[config.mk]
export PLATFORM = sky130hd
export DESIGN_NAME = timer_slot_scheduler
export DESIGN_NICKNAME = d
export VERILOG_FILES = /design/src/tss_pkg.sv /design/src/timer_slot_scheduler.sv /design/src/tss_ctrl.sv /design/src/tss_datapath.sv
export SDC_FILE = /design/constraint.sdc
export NUM_CORES = 2
export LEC_CHECK = 0
export BUFFER_PORTS_ARGS = -buffer_cell sky130_fd_sc_hd__clkbuf_2
export CAP_MARGIN = 20
export CORE_UTILIZATION = 57
export CTS_CLUSTER_SIZE = 8
export DETAILED_ROUTE_END_ITERATION = 8
export PLACE_DENSITY = 0.82
export SYNTH_ARGS = -nofsm -noshare
export SYNTH_HDL_FRONTEND = slang
export SYNTH_SLANG_ARGS = --single-unit
[constraint.sdc]
create_clock -name clk -period 5.7 [get_ports clk]
set_input_delay 0.855 -clock clk [delete_from_list [all_inputs] [get_ports clk]]
set_output_delay 0.855 -clock clk [all_outputs]
set_load 0.01 [all_outputs]
[src/tss_pkg.sv]
// Types and constants of the timer slot scheduler.
// Used by the controller, the datapath, the top level and the checker.
package tss_pkg;

    // Operation codes of an input beat
    localparam logic [1:0] OP_TICK      = 2'd0;
    localparam logic [1:0] OP_START_ONE = 2'd1;
    localparam logic [1:0] OP_START_PER = 2'd2;
    localparam logic [1:0] OP_CANCEL    = 2'd3;

    // Event codes of a result beat
    localparam logic [2:0] EV_STARTED   = 3'd0;
    localparam logic [2:0] EV_FIRED     = 3'd1;
    localparam logic [2:0] EV_CANCELLED = 3'd2;
    localparam logic [2:0] EV_NOFREE    = 3'd3;
    localparam logic [2:0] EV_MISSED    = 3'd4;

    // Cap on fire results reported for one tick
    localparam int MaxResults = 16;
    localparam int CntW       = $clog2(MaxResults + 1);

    localparam int TimeW   = 32;
    localparam int PeriodW = 31;
    localparam int IdW     = 4;

    typedef struct packed {
        logic [1:0]         op;
        logic signed [31:0] interval;
        logic [3:0]         slot;
    } in_item_t;

    typedef struct packed {
        logic [IdW-1:0] timer_id;
        logic [2:0]     event_res;
        logic           last;
    } out_item_t;

    // One slot of the timer memory
    typedef struct packed {
        logic               repeats;
        logic [PeriodW-1:0] period;
        logic [TimeW-1:0]   deadline;
    } slot_entry_t;

    // Controller to datapath
    typedef struct packed {
        logic load;
        logic tick;
        logic rd_issue;
        logic find;
        logic cancel;
        logic flush;
    } ctl_cmd_t;

    // Datapath to controller
    typedef struct packed {
        logic idx_last;
        logic free_hit;
    } ctl_sts_t;

endpackage

[src/timer_slot_scheduler.sv]
// Timer slot scheduler: a tick scans every slot, start allocates, cancel frees.
// A start searches the slots in order for a free one; a tick reads one slot per cycle
// from the slot memory, and fire beats stream out during the scan, at most one per cycle.
// Results appear as one-cycle strobed beats; the block takes the next item as soon as
// busy is low. Reset clears time, busy flags and the sequencer.
module timer_slot_scheduler
#(
    parameter int NUM_TIMERS = 16
)
(
    input  logic                clk,
    input  logic                rst_n,
    input  logic                start,
    output logic                busy,
    input  tss_pkg::in_item_t   item,
    output logic                result_valid,
    output tss_pkg::out_item_t  result
);

    localparam int IdxW = (NUM_TIMERS > 1) ? $clog2(NUM_TIMERS) : 1;

    tss_pkg::ctl_cmd_t cmd;
    tss_pkg::ctl_sts_t sts;

    tss_ctrl u_ctrl
    (
        .clk   (clk),
        .rst_n (rst_n),
        .start (start),
        .op    (item.op),
        .sts   (sts),
        .busy  (busy),
        .cmd   (cmd)
    );

    tss_datapath
    #(
        .NUM_TIMERS (NUM_TIMERS),
        .IDX_W      (IdxW)
    )
    u_dp
    (
        .clk          (clk),
        .rst_n        (rst_n),
        .item         (item),
        .cmd          (cmd),
        .sts          (sts),
        .result_valid (result_valid),
        .result       (result)
    );

endmodule

[src/tss_ctrl.sv]
// Sequencer of the timer slot scheduler: steps scans, allocation and cancel.
// Depends on tss_pkg for opcodes and the command and status structs.
module tss_ctrl
(
    input  logic                clk,
    input  logic                rst_n,
    input  logic                start,
    input  logic [1:0]          op,
    input  tss_pkg::ctl_sts_t   sts,
    output logic                busy,
    output tss_pkg::ctl_cmd_t   cmd
);

    localparam logic [2:0] S_IDLE   = 3'd0;
    localparam logic [2:0] S_TREAD  = 3'd1;
    localparam logic [2:0] S_TDRAIN = 3'd2;
    localparam logic [2:0] S_TFLUSH = 3'd3;
    localparam logic [2:0] S_FIND   = 3'd4;
    localparam logic [2:0] S_CANCEL = 3'd5;

    logic [2:0] state_reg;
    logic [2:0] state_next;

    assign busy = (state_reg != S_IDLE);

    // Decode state into next state and datapath commands
    always_comb
    begin
        state_next = state_reg;
        cmd        = '0;
        unique case (state_reg)
            S_IDLE:
            begin
                if (start)
                begin
                    cmd.load = 1'b1;
                    unique case (op) inside
                        tss_pkg::OP_TICK:
                        begin
                            cmd.tick   = 1'b1;
                            state_next = S_TREAD;
                        end
                        tss_pkg::OP_START_ONE, tss_pkg::OP_START_PER:
                        begin
                            state_next = S_FIND;
                        end
                        default:
                        begin
                            state_next = S_CANCEL;
                        end
                    endcase
                end
            end
            S_TREAD:
            begin
                cmd.rd_issue = 1'b1;
                if (sts.idx_last)
                begin
                    state_next = S_TDRAIN;
                end
            end
            S_TDRAIN:
            begin
                state_next = S_TFLUSH;
            end
            S_TFLUSH:
            begin
                cmd.flush  = 1'b1;
                state_next = S_IDLE;
            end
            S_FIND:
            begin
                cmd.find = 1'b1;
                if (sts.free_hit || sts.idx_last)
                begin
                    state_next = S_IDLE;
                end
            end
            S_CANCEL:
            begin
                cmd.cancel = 1'b1;
                state_next = S_IDLE;
            end
            default:
            begin
                state_next = S_IDLE;
            end
        endcase
    end

    // Hold the state
    always_ff @(posedge clk or negedge rst_n)
    begin
        if (!rst_n)
        begin
            state_reg <= S_IDLE;
        end
        else
        begin
            state_reg <= state_next;
        end
    end

endmodule

[src/tss_datapath.sv]
// Datapath of the timer slot scheduler: time counter, slot memory, busy flags,
// compare stage and result register. Depends on tss_pkg.
module tss_datapath
#(
    parameter int NUM_TIMERS = 16,
    parameter int IDX_W      = 4
)
(
    input  logic                clk,
    input  logic                rst_n,
    input  tss_pkg::in_item_t   item,
    input  tss_pkg::ctl_cmd_t   cmd,
    output tss_pkg::ctl_sts_t   sts,
    output logic                result_valid,
    output tss_pkg::out_item_t  result
);

    localparam int SelW = (IDX_W > 4) ? IDX_W : 4;

    // Slot memory and its registered read
    tss_pkg::slot_entry_t mem [NUM_TIMERS];
    tss_pkg::slot_entry_t mem_rd_reg;
    logic                 rd_en;
    logic                 wr_en;
    logic [IDX_W-1:0]     wr_addr;
    tss_pkg::slot_entry_t wr_data;

    logic [tss_pkg::TimeW-1:0]   now_reg,        now_next;
    logic [NUM_TIMERS-1:0]       busy_reg,       busy_next;
    logic [IDX_W-1:0]            idx_reg,        idx_next;
    logic [tss_pkg::PeriodW-1:0] ivl_reg,        ivl_next;
    logic                        periodic_reg,   periodic_next;
    logic [3:0]                  slot_reg,       slot_next;
    logic                        stage_vld_reg,  stage_vld_next;
    logic [IDX_W-1:0]            stage_idx_reg,  stage_idx_next;
    logic                        pend_vld_reg,   pend_vld_next;
    logic [IDX_W-1:0]            pend_id_reg,    pend_id_next;
    logic [tss_pkg::CntW-1:0]    cnt_reg,        cnt_next;
    logic                        res_vld_reg,    res_vld_next;
    tss_pkg::out_item_t          res_reg,        res_next;

    logic             idx_last;
    logic             free_hit;
    logic             stage_hit;
    logic             report;
    logic             slot_ok;
    logic [SelW-1:0]  slot_ext;
    logic [IDX_W-1:0] slot_idx;
    logic             cancel_hit;

    // Status of the current slot and of the compare stage
    assign idx_last  = (idx_reg == IDX_W'(NUM_TIMERS - 1));
    assign free_hit  = !busy_reg[idx_reg];
    assign stage_hit = stage_vld_reg && busy_reg[stage_idx_reg]
                       && (mem_rd_reg.deadline == now_reg);
    assign report    = stage_hit && (cnt_reg != tss_pkg::CntW'(tss_pkg::MaxResults));

    // Locate the slot named by a cancel
    assign slot_ok    = (32'(slot_reg) < 32'(NUM_TIMERS));
    assign slot_ext   = SelW'(slot_reg);
    assign slot_idx   = slot_ext[IDX_W-1:0];
    assign cancel_hit = slot_ok ? busy_reg[slot_idx] : 1'b0;

    assign sts.idx_last = idx_last;
    assign sts.free_hit = free_hit;
    assign rd_en        = cmd.rd_issue;

    // Pick the memory write: allocation or periodic re-arm
    always_comb
    begin
        wr_en   = 1'b0;
        wr_addr = idx_reg;
        wr_data = mem_rd_reg;
        if (cmd.find && free_hit)
        begin
            wr_en            = 1'b1;
            wr_addr          = idx_reg;
            wr_data.repeats  = periodic_reg;
            wr_data.period   = ivl_reg;
            wr_data.deadline = now_reg + {1'b0, ivl_reg};
        end
        else if (stage_hit && mem_rd_reg.repeats)
        begin
            wr_en            = 1'b1;
            wr_addr          = stage_idx_reg;
            wr_data.deadline = now_reg + {1'b0, mem_rd_reg.period};
        end
    end

    // Advance time, flags, scan and results
    always_comb
    begin
        now_next       = now_reg;
        busy_next      = busy_reg;
        idx_next       = idx_reg;
        ivl_next       = ivl_reg;
        periodic_next  = periodic_reg;
        slot_next      = slot_reg;
        stage_vld_next = 1'b0;
        stage_idx_next = stage_idx_reg;
        pend_vld_next  = pend_vld_reg;
        pend_id_next   = pend_id_reg;
        cnt_next       = cnt_reg;
        res_vld_next   = 1'b0;
        res_next       = res_reg;

        if (cmd.load)
        begin
            idx_next      = '0;
            pend_vld_next = 1'b0;
            cnt_next      = '0;
            slot_next     = item.slot;
            periodic_next = (item.op == tss_pkg::OP_START_PER);
            if (item.interval <= 32'sd0)
            begin
                ivl_next = tss_pkg::PeriodW'(1);
            end
            else
            begin
                ivl_next = item.interval[tss_pkg::PeriodW-1:0];
            end
        end

        if (cmd.tick)
        begin
            now_next = now_reg + tss_pkg::TimeW'(1);
        end

        // Issue one slot read per cycle
        if (cmd.rd_issue)
        begin
            idx_next       = idx_reg + IDX_W'(1);
            stage_vld_next = 1'b1;
            stage_idx_next = idx_reg;
        end

        // Fire: re-arm or free, and hold the report back until the next one
        if (stage_hit)
        begin
            if (!mem_rd_reg.repeats)
            begin
                busy_next[stage_idx_reg] = 1'b0;
            end
            if (report)
            begin
                if (pend_vld_reg)
                begin
                    res_vld_next       = 1'b1;
                    res_next.timer_id  = tss_pkg::IdW'(pend_id_reg);
                    res_next.event_res = tss_pkg::EV_FIRED;
                    res_next.last      = 1'b0;
                end
                pend_vld_next = 1'b1;
                pend_id_next  = stage_idx_reg;
                cnt_next      = cnt_reg + tss_pkg::CntW'(1);
            end
        end

        // Drop the held report as the final beat of the tick
        if (cmd.flush && pend_vld_reg)
        begin
            res_vld_next       = 1'b1;
            res_next.timer_id  = tss_pkg::IdW'(pend_id_reg);
            res_next.event_res = tss_pkg::EV_FIRED;
            res_next.last      = 1'b1;
            pend_vld_next      = 1'b0;
        end

        // Search for a free slot
        if (cmd.find)
        begin
            if (free_hit)
            begin
                busy_next[idx_reg] = 1'b1;
                res_vld_next       = 1'b1;
                res_next.timer_id  = tss_pkg::IdW'(idx_reg);
                res_next.event_res = tss_pkg::EV_STARTED;
                res_next.last      = 1'b1;
            end
            else if (idx_last)
            begin
                res_vld_next       = 1'b1;
                res_next.timer_id  = '0;
                res_next.event_res = tss_pkg::EV_NOFREE;
                res_next.last      = 1'b1;
            end
            else
            begin
                idx_next = idx_reg + IDX_W'(1);
            end
        end

        if (cmd.cancel)
        begin
            if (cancel_hit)
            begin
                busy_next[slot_idx] = 1'b0;
                res_next.event_res  = tss_pkg::EV_CANCELLED;
            end
            else
            begin
                res_next.event_res = tss_pkg::EV_MISSED;
            end
            res_vld_next      = 1'b1;
            res_next.timer_id = slot_reg;
            res_next.last     = 1'b1;
        end
    end

    // Slot memory
    always_ff @(posedge clk)
    begin
        if (wr_en)
        begin
            mem[wr_addr] <= wr_data;
        end
        if (rd_en)
        begin
            mem_rd_reg <= mem[idx_reg];
        end
    end

    // Control registers
    always_ff @(posedge clk or negedge rst_n)
    begin
        if (!rst_n)
        begin
            now_reg       <= '0;
            busy_reg      <= '0;
            idx_reg       <= '0;
            stage_vld_reg <= 1'b0;
            pend_vld_reg  <= 1'b0;
            cnt_reg       <= '0;
            res_vld_reg   <= 1'b0;
        end
        else
        begin
            now_reg       <= now_next;
            busy_reg      <= busy_next;
            idx_reg       <= idx_next;
            stage_vld_reg <= stage_vld_next;
            pend_vld_reg  <= pend_vld_next;
            cnt_reg       <= cnt_next;
            res_vld_reg   <= res_vld_next;
        end
    end

    // Payload registers
    always_ff @(posedge clk)
    begin
        ivl_reg       <= ivl_next;
        periodic_reg  <= periodic_next;
        slot_reg      <= slot_next;
        stage_idx_reg <= stage_idx_next;
        pend_id_reg   <= pend_id_next;
        res_reg       <= res_next;
    end

    assign result_valid = res_vld_reg;
    assign result       = res_reg;

endmodule

### After elaboration in Yosys (flattened, before gate mapping)

Memories as Yosys holds them, arrays and structs flattened. A register that Yosys moved wholly into a read port is not among the register bits.
Cells that the tools add are included.

| storage, ports and cells | value |
|---|---|
| memory bits (writable) | 1,024 |
| word-level logic and storage cells | 133 |
| register bits | 115 |
| latch bits | 0 |
| output and inout bits | 10 |
| memories | 1 |
| ROM bits | 0 |
| bits of input ports | 41 |

| operators by class | value |
|---|---|
| add/subtract/negate cells | 5 |
| reductions and logical operators | 17 |
| shift-type cells | 0 |
| multipliers | 0 |
| bitwise gates (word level) | 5 |
| multiplexer cells | 69 |
| order comparisons | 7 |
| div/mod/pow operators | 0 |
| eq/ne operators | 13 |

Memory list:

| name | words | bits a word | rd ports | clocked after Yosys merged registers in | wr ports | line | text |
|---|---|---|---|---|---|---|---|
| u_dp.mem | 16 | 64 | 1 | 1 | 1 | tss_datapath.sv:21 | `tss_pkg::slot_entry_t mem [NUM_TIMERS];` |

Operators by type and width:

| operator | count |
|---|---|
| $mux W16 | 6 |
| $mux W32 | 3 |
| $add A32 B31 Y32 | 2 |
| $mux W8 | 8 |
| $add A32 B1 Y32 const B | 1 |
| $and A16 B16 Y16 | 2 |
| $eq A32 B32 Y1 | 1 |
| $le A32 B1 Y1 const B | 1 |
| $not A16 Y16 | 2 |
| $mux W1 | 28 |
| $mux W4 | 7 |
| $or A16 B16 Y16 | 1 |
| $lt A4 B5 Y1 const B | 3 |
| $mux W5 | 3 |
| $bmux W1 S4 | 3 |
| $demux W1 S4 | 3 |
| $ge A4 B1 Y1 const B | 3 |
| $mux W3 | 4 |
| $pmux W3 S4 | 1 |
| $logic_and A1 B1 Y1 | 9 |
| $eq A3 B2 Y1 const B | 2 |
| $eq A3 B3 Y1 const B | 2 |
| $pmux W3 S2 | 1 |
| $add A5 B1 Y5 const B | 1 |
| 17 further kinds | 19 |

### Logic depth before layout (Yosys ltp)

| depth | value |
|---|---|
| word-level depth | 14 |
| mapped depth | 13 |
| depth with buffers taken out | 13 |

### Cells and area by module

A second synthesis with hierarchy kept.

| second synthesis, totals | value |
|---|---|
| cell total of the unflattened synthesis | 2,734 |
| area, all modules | 50,599.8 um^2 |

By module, submodules not included:

| module | cells each | times used | sequential area each (um^2) | area each (um^2) |
|---|---|---|---|---|
| tss_datapath | 2,705 | 1 | 35,654.2 | 50,357.0 |
| tss_ctrl | 29 | 1 | 75.1 | 242.7 |

### Worst setup path after synthesis

OpenSTA, ideal clock, no wires.

| timing path | value |
|---|---|
| path type | register -> register |
| start point | reg u_dp.idx_reg[1] |
| end point | mem u_dp.mem[2][0] in the netlist's numbering, enable pin |
| clock period less this slack | 5.527 ns |
| setup time | 0.487 ns |
| data required time | 5.213 ns |
| arrival | 5.041 ns |
| slack | 0.173 ns |
| stages on the path, launching flop included | 13 |
| path buffers | 4 |
| path through | dfrtp_1 clkbuf_1 mux4_2 nand2_1 nand2_1 o31a_1 buf_2 and3_1 clkbuf_1 buf_2 nor3_1 a31oi_1 nor2_1 |

| on the way | value |
|---|---|
| word-level cells in the longest chain between the ends | 7 |
| elaborated cells between the ends (all ways) | 9 |
| classes of those cells | mux: 7; reduce/logical: 2 |

RTL lines:

| item | line | text |
|---|---|---|
| start: declaration | tss_datapath.sv:30 | `logic [IDX_W-1:0] idx_reg, idx_next;` |
| start signal: assignment | tss_datapath.sv:240 | `idx_reg <= idx_next;` |
| $bmux W1 S4 | tss_datapath.sv:53 | `assign free_hit = !busy_reg[idx_reg];` |
| $mux W1 (implied by the code) | tss_datapath.sv:53 |  |
| $logic_not A1 Y1 | tss_datapath.sv:53 |  |
| $logic_and A1 B1 Y1 | tss_datapath.sv:74 | `if (cmd.find && free_hit)` |
| $mux W1 | tss_datapath.sv:74 |  |
| $mux W1 | tss_datapath.sv:213 | `if (wr_en)` |
| $mux W1 (implied by the code) | tss_datapath.sv:215 | `mem[wr_addr] <= wr_data;` |
| end: declaration | tss_datapath.sv:21 |  |

Parallel ways exist; a longest one is shown, timed or not. The select of a mux whose other input is x is not followed.

==> results.txt <==
The flow ran to the end, and the final reports show no timing, DRC or antenna violations. For the pin with the worst max-slew slack, the measured transition is around 1.1 ns. The clock root buffer master is clkbuf_16. CTS saw around 1200 sinks. The largest stage delay on the critical path is approximately 0.90 ns. STA classifies the critical path endpoint as a flop. Counting every net in the synthesized netlist gives roughly 2800.

The final number of hold-violating endpoints is 0. Max-cap violations in this run came to 0. The growth of design area from synthesis to finish came out at 13.6%. The die boundary width came out at around 300 µm.

The clock latency reported for the late side of the worst-skew pair came out at between 0.7 and 0.8 ns. The fraction of final layout cells sized beyond drive strength 1 came out at a little under a quarter. Walking the worst path, the cells encountered are ha_1, inv_1, fa_1, nor2b_1, o31a_1, a311oi_1, nor3_1, o31ai_1, nand2b_1, a21oi_1, o21ai_0, xnor2_1, o211ai_1.

The critical path's slowest cell is a311oi_1. The kind of cell with the highest combined delay along the critical path is compound AO/OA/AOI/OAI gates. The pin count of the biggest net entering global routing is slightly above 100. Cells fill 65.4% of the core in the end. During synthesis, Yosys emitted a total of 0 warnings.

The number of DRC markers in iteration 0 is between 4000 and 5000. In this run the cell area measured after placement is 0.0520 mm². Counting both buffers and inverters, the worst setup path holds a total of 1. The standard cell core area is between 0.08 and 0.09 mm². The I/O pin count came out at 51. The total routed wirelength came out at approximately 130 mm. In this run the static leakage power is between 0.015 and 0.02 µW. TritonCTS created between 150 and 200 clock buffers. The number of buffer cells added on primary ports came out at 50.

The max-slew violation count is 0. The highest fanout seen on the critical path is 16. Among all flip-flop cells after synthesis, the most frequent one is edfxtp_1. The half-perimeter wire length after detailed placement is approximately 71 mm.

For the final routed database, the setup TNS stands at 0 ns. Routability-driven placement finished with a final weighted congestion of between 0.9 and 1. The via count of the first global-routing pass was roughly 29000.

The clock passes through at most 3 buffers. The area of the mapped netlist is roughly 0.050 mm². The relative slew slack came out at about a quarter. After global routing the overflow that remains totals 0. The setup-violating endpoint count in the final report is 0.

The total number of placement rows came out at 108. The per-cell via count in the routed design is slightly below 7. The power density normalized to cell area came out at 520 mW/mm². IR analysis of the VDD net gives a maximum drop of between 0.4 and 0.5 mV. The detailed-route via count is ~28000. The path class of the tightest hold or removal check is primary input to flop.

The number of library cell types mapped by synthesis is 74. The die span in y came out at just under 300 µm. edfxtp_1 takes more of the synthesized area than any other cell.

In this run, synthesis produced a sequential element count of 1203. The highest clock rate is about 210 MHz. The number of antenna violations at the first check in global routing came out at 0. TritonCTS built the clock tree.

The worst setup skew after layout is approximately 0.037 ns. The async set or reset register ratio after synthesis came out at under 10%. Hold timing on the final database bottoms out at a slack of roughly 0.30 ns. The detailed-routing iteration count for the pre-antenna-repair pass came out at 6. The total routing resource utilization after global routing is between 20% and 30%. After routing the design area is between 0.05 and 0.06 mm². The wire length of the first global-routing pass is a little under 200 mm. The number of post-CTS setup repair buffers came out at 0. The required time at the endpoint of the critical path is 6.08 ns.

The synthesized design devotes to its leading area cell type 67.9% of total area. Synthesis handed over a netlist of about 2700 instances. The ratio of final minimum period to clock period came out at ~84%. Setup repair after global routing left no endpoint under its margin. The fraction of the yosys area taken by sequential cells came out at ~71%.

In this run the remaining antenna-violating nets after routing total 0. By area the synthesized netlist is led by edfxtp_1, mux4_2, dfrtp_1. The routed length per placed instance is between 30 and 40 µm. After the last flow step, the layout net total stands at a little under 3000. The critical path in this run is classified as flop to flop. The arrival time of the worst setup path came out at 5.16 ns.

The number of synthesized flops with an enable pin came out at about 1100. The initial core utilization is about 58%. The mean post-synth cell area is ~19 µm². The number of remaining DRC errors came out at 0. The post-CTS resize count came out at 0. The register with the most flip-flops in the layout has ~1000 of them. The register clock-pin slew on the reported worst setup and hold paths is 0.05 ns. STA classifies the critical path startpoint as a flop.

The clock period could shrink to approximately 4.8 ns. The H-tree was split into 4 levels. The overall die area is roughly 0.089 mm². In this run, post-CTS hold repair placed 0 buffers.

The number of diodes added for antenna fixing came out at 0.
## stage by stage
| stage | total power [µW] | instances | setup WS, ns |
|---|---|---|---|
| after floorplan | 17700 | 2676 | 0.173 |
| after global placement | 19900 | 3826 | 1.35 |
| after detailed placement | 20300 | 3827 | 1.18 |
| after CTS | 29400 | 4058 | 1.09 |
| after global routing | 30400 | 4074 | 0.733 |
| final | 29600 | 4074 | 0.928 |
## synth_stat cells, drive strengths merged (13+ instances only)
master  number
a31oi       20
nor2        94
nand4       22
a22oi       15
a211oi      13
nor4        14
and2        39
nand2      190
inv         31
xnor2       80
nand3       52
mux4       333
nor2b       16
clkbuf      87
edfxtp    1132
dfrtp       63
ha          71
buf         32
xor2        32
a21o        20
a21oi       75
and3        17
nor3        27
o21ai       78
## layout by cell type, fill, tap and decap left out, types with 10 or more instances in the layout
master and count:
nor4_1 14, nor2_4 16, nor3_1 27, a21oi_1 73
o211ai_1 10, or3_1 10, nor2b_1 15, dfrtp_1 59
a31oi_1 20, xor2_1 32, ha_1 71, nand4_1 22
clkbuf_2 50, clkbuf_1 48, clkbuf_16 171, a211oi_1 13
a22oi_1 15, edfxtp_1 1132, nand2_1 190, and3_1 17
buf_4 71, nand3_1 52, nand2b_1 10, inv_1 29
a21o_1 20, xnor2_1 80, mux4_2 333, and2_1 39
o21ai_0 75, nor2_1 78
## path summary, 6_finish.rpt
kind,start,to,slack [ns],cells past startpoint
max,u_dp.now_reg[0],u_dp.mem[1][30],0.93,13
min,item[0],u_dp.slot_ext[0],0.30,1
max reg2reg,u_dp.now_reg[0],u_dp.mem[1][30],0.93,13
min reg2reg,u_dp.result[0],u_dp.result[0],0.51,2
max in group asynchronous,rst_n,u_dp.idx_reg[3],4.62,2
min in group asynchronous,rst_n,u_dp.busy_reg[12],0.35,2
## worst reg2reg max path, stage by stage, from the launching register on
cell and delay, ns:
dfrtp_1 0.48, ha_1 0.28, inv_1 0.08, fa_1 0.22
nor2b_1 0.08, o31a_1 0.29, a311oi_1 0.90, nor3_1 0.26
o31ai_1 0.36, nand2b_1 0.10, a21oi_1 0.22, o21ai_0 0.14
xnor2_1 0.13, o211ai_1 0.87
## cell type report
| type | count | area, µm² |
|---|---|---|
| clock buffer | 219 | 4460 |
| clock inverter | 12 | 225 |
| fill | 5324 | 30000 |
| inverter | 31 | 118 |
| multi-input combinational | 1323 | 13900 |
| sequential | 1203 | 35700 |
| tap | 1155 | 1450 |
| timing repair buffer | 131 | 977 |
## layer usage
layer	wire length, µm	vias up	track usage (%)
met1	48400	14370	40.8
li1	-	11225	-
met2	64000	2151	47.3
met4	5130	0	12.9
met3	13900	382	6.40
met5	0	-	0
## cells by family after synthesis
group	share of synthesized area, %
adders and majority gates	1.85
buffers and inverters	1.17
AOI/OAI and AO/OA	3.68
xor gates and xnor gates	1.96
DFF	71.3
and+or+nand+nor	4.71
muxes	15.3
## report_power, final
group	leakage, µW	internal, µW	switching [µW]
Sequential	0.0111	12100	732
Combinational	0.00536	2970	4730
Clock	0.00226	5450	3610
Total	0.0188	20500	9080
(Power assumes the default switching activity.)
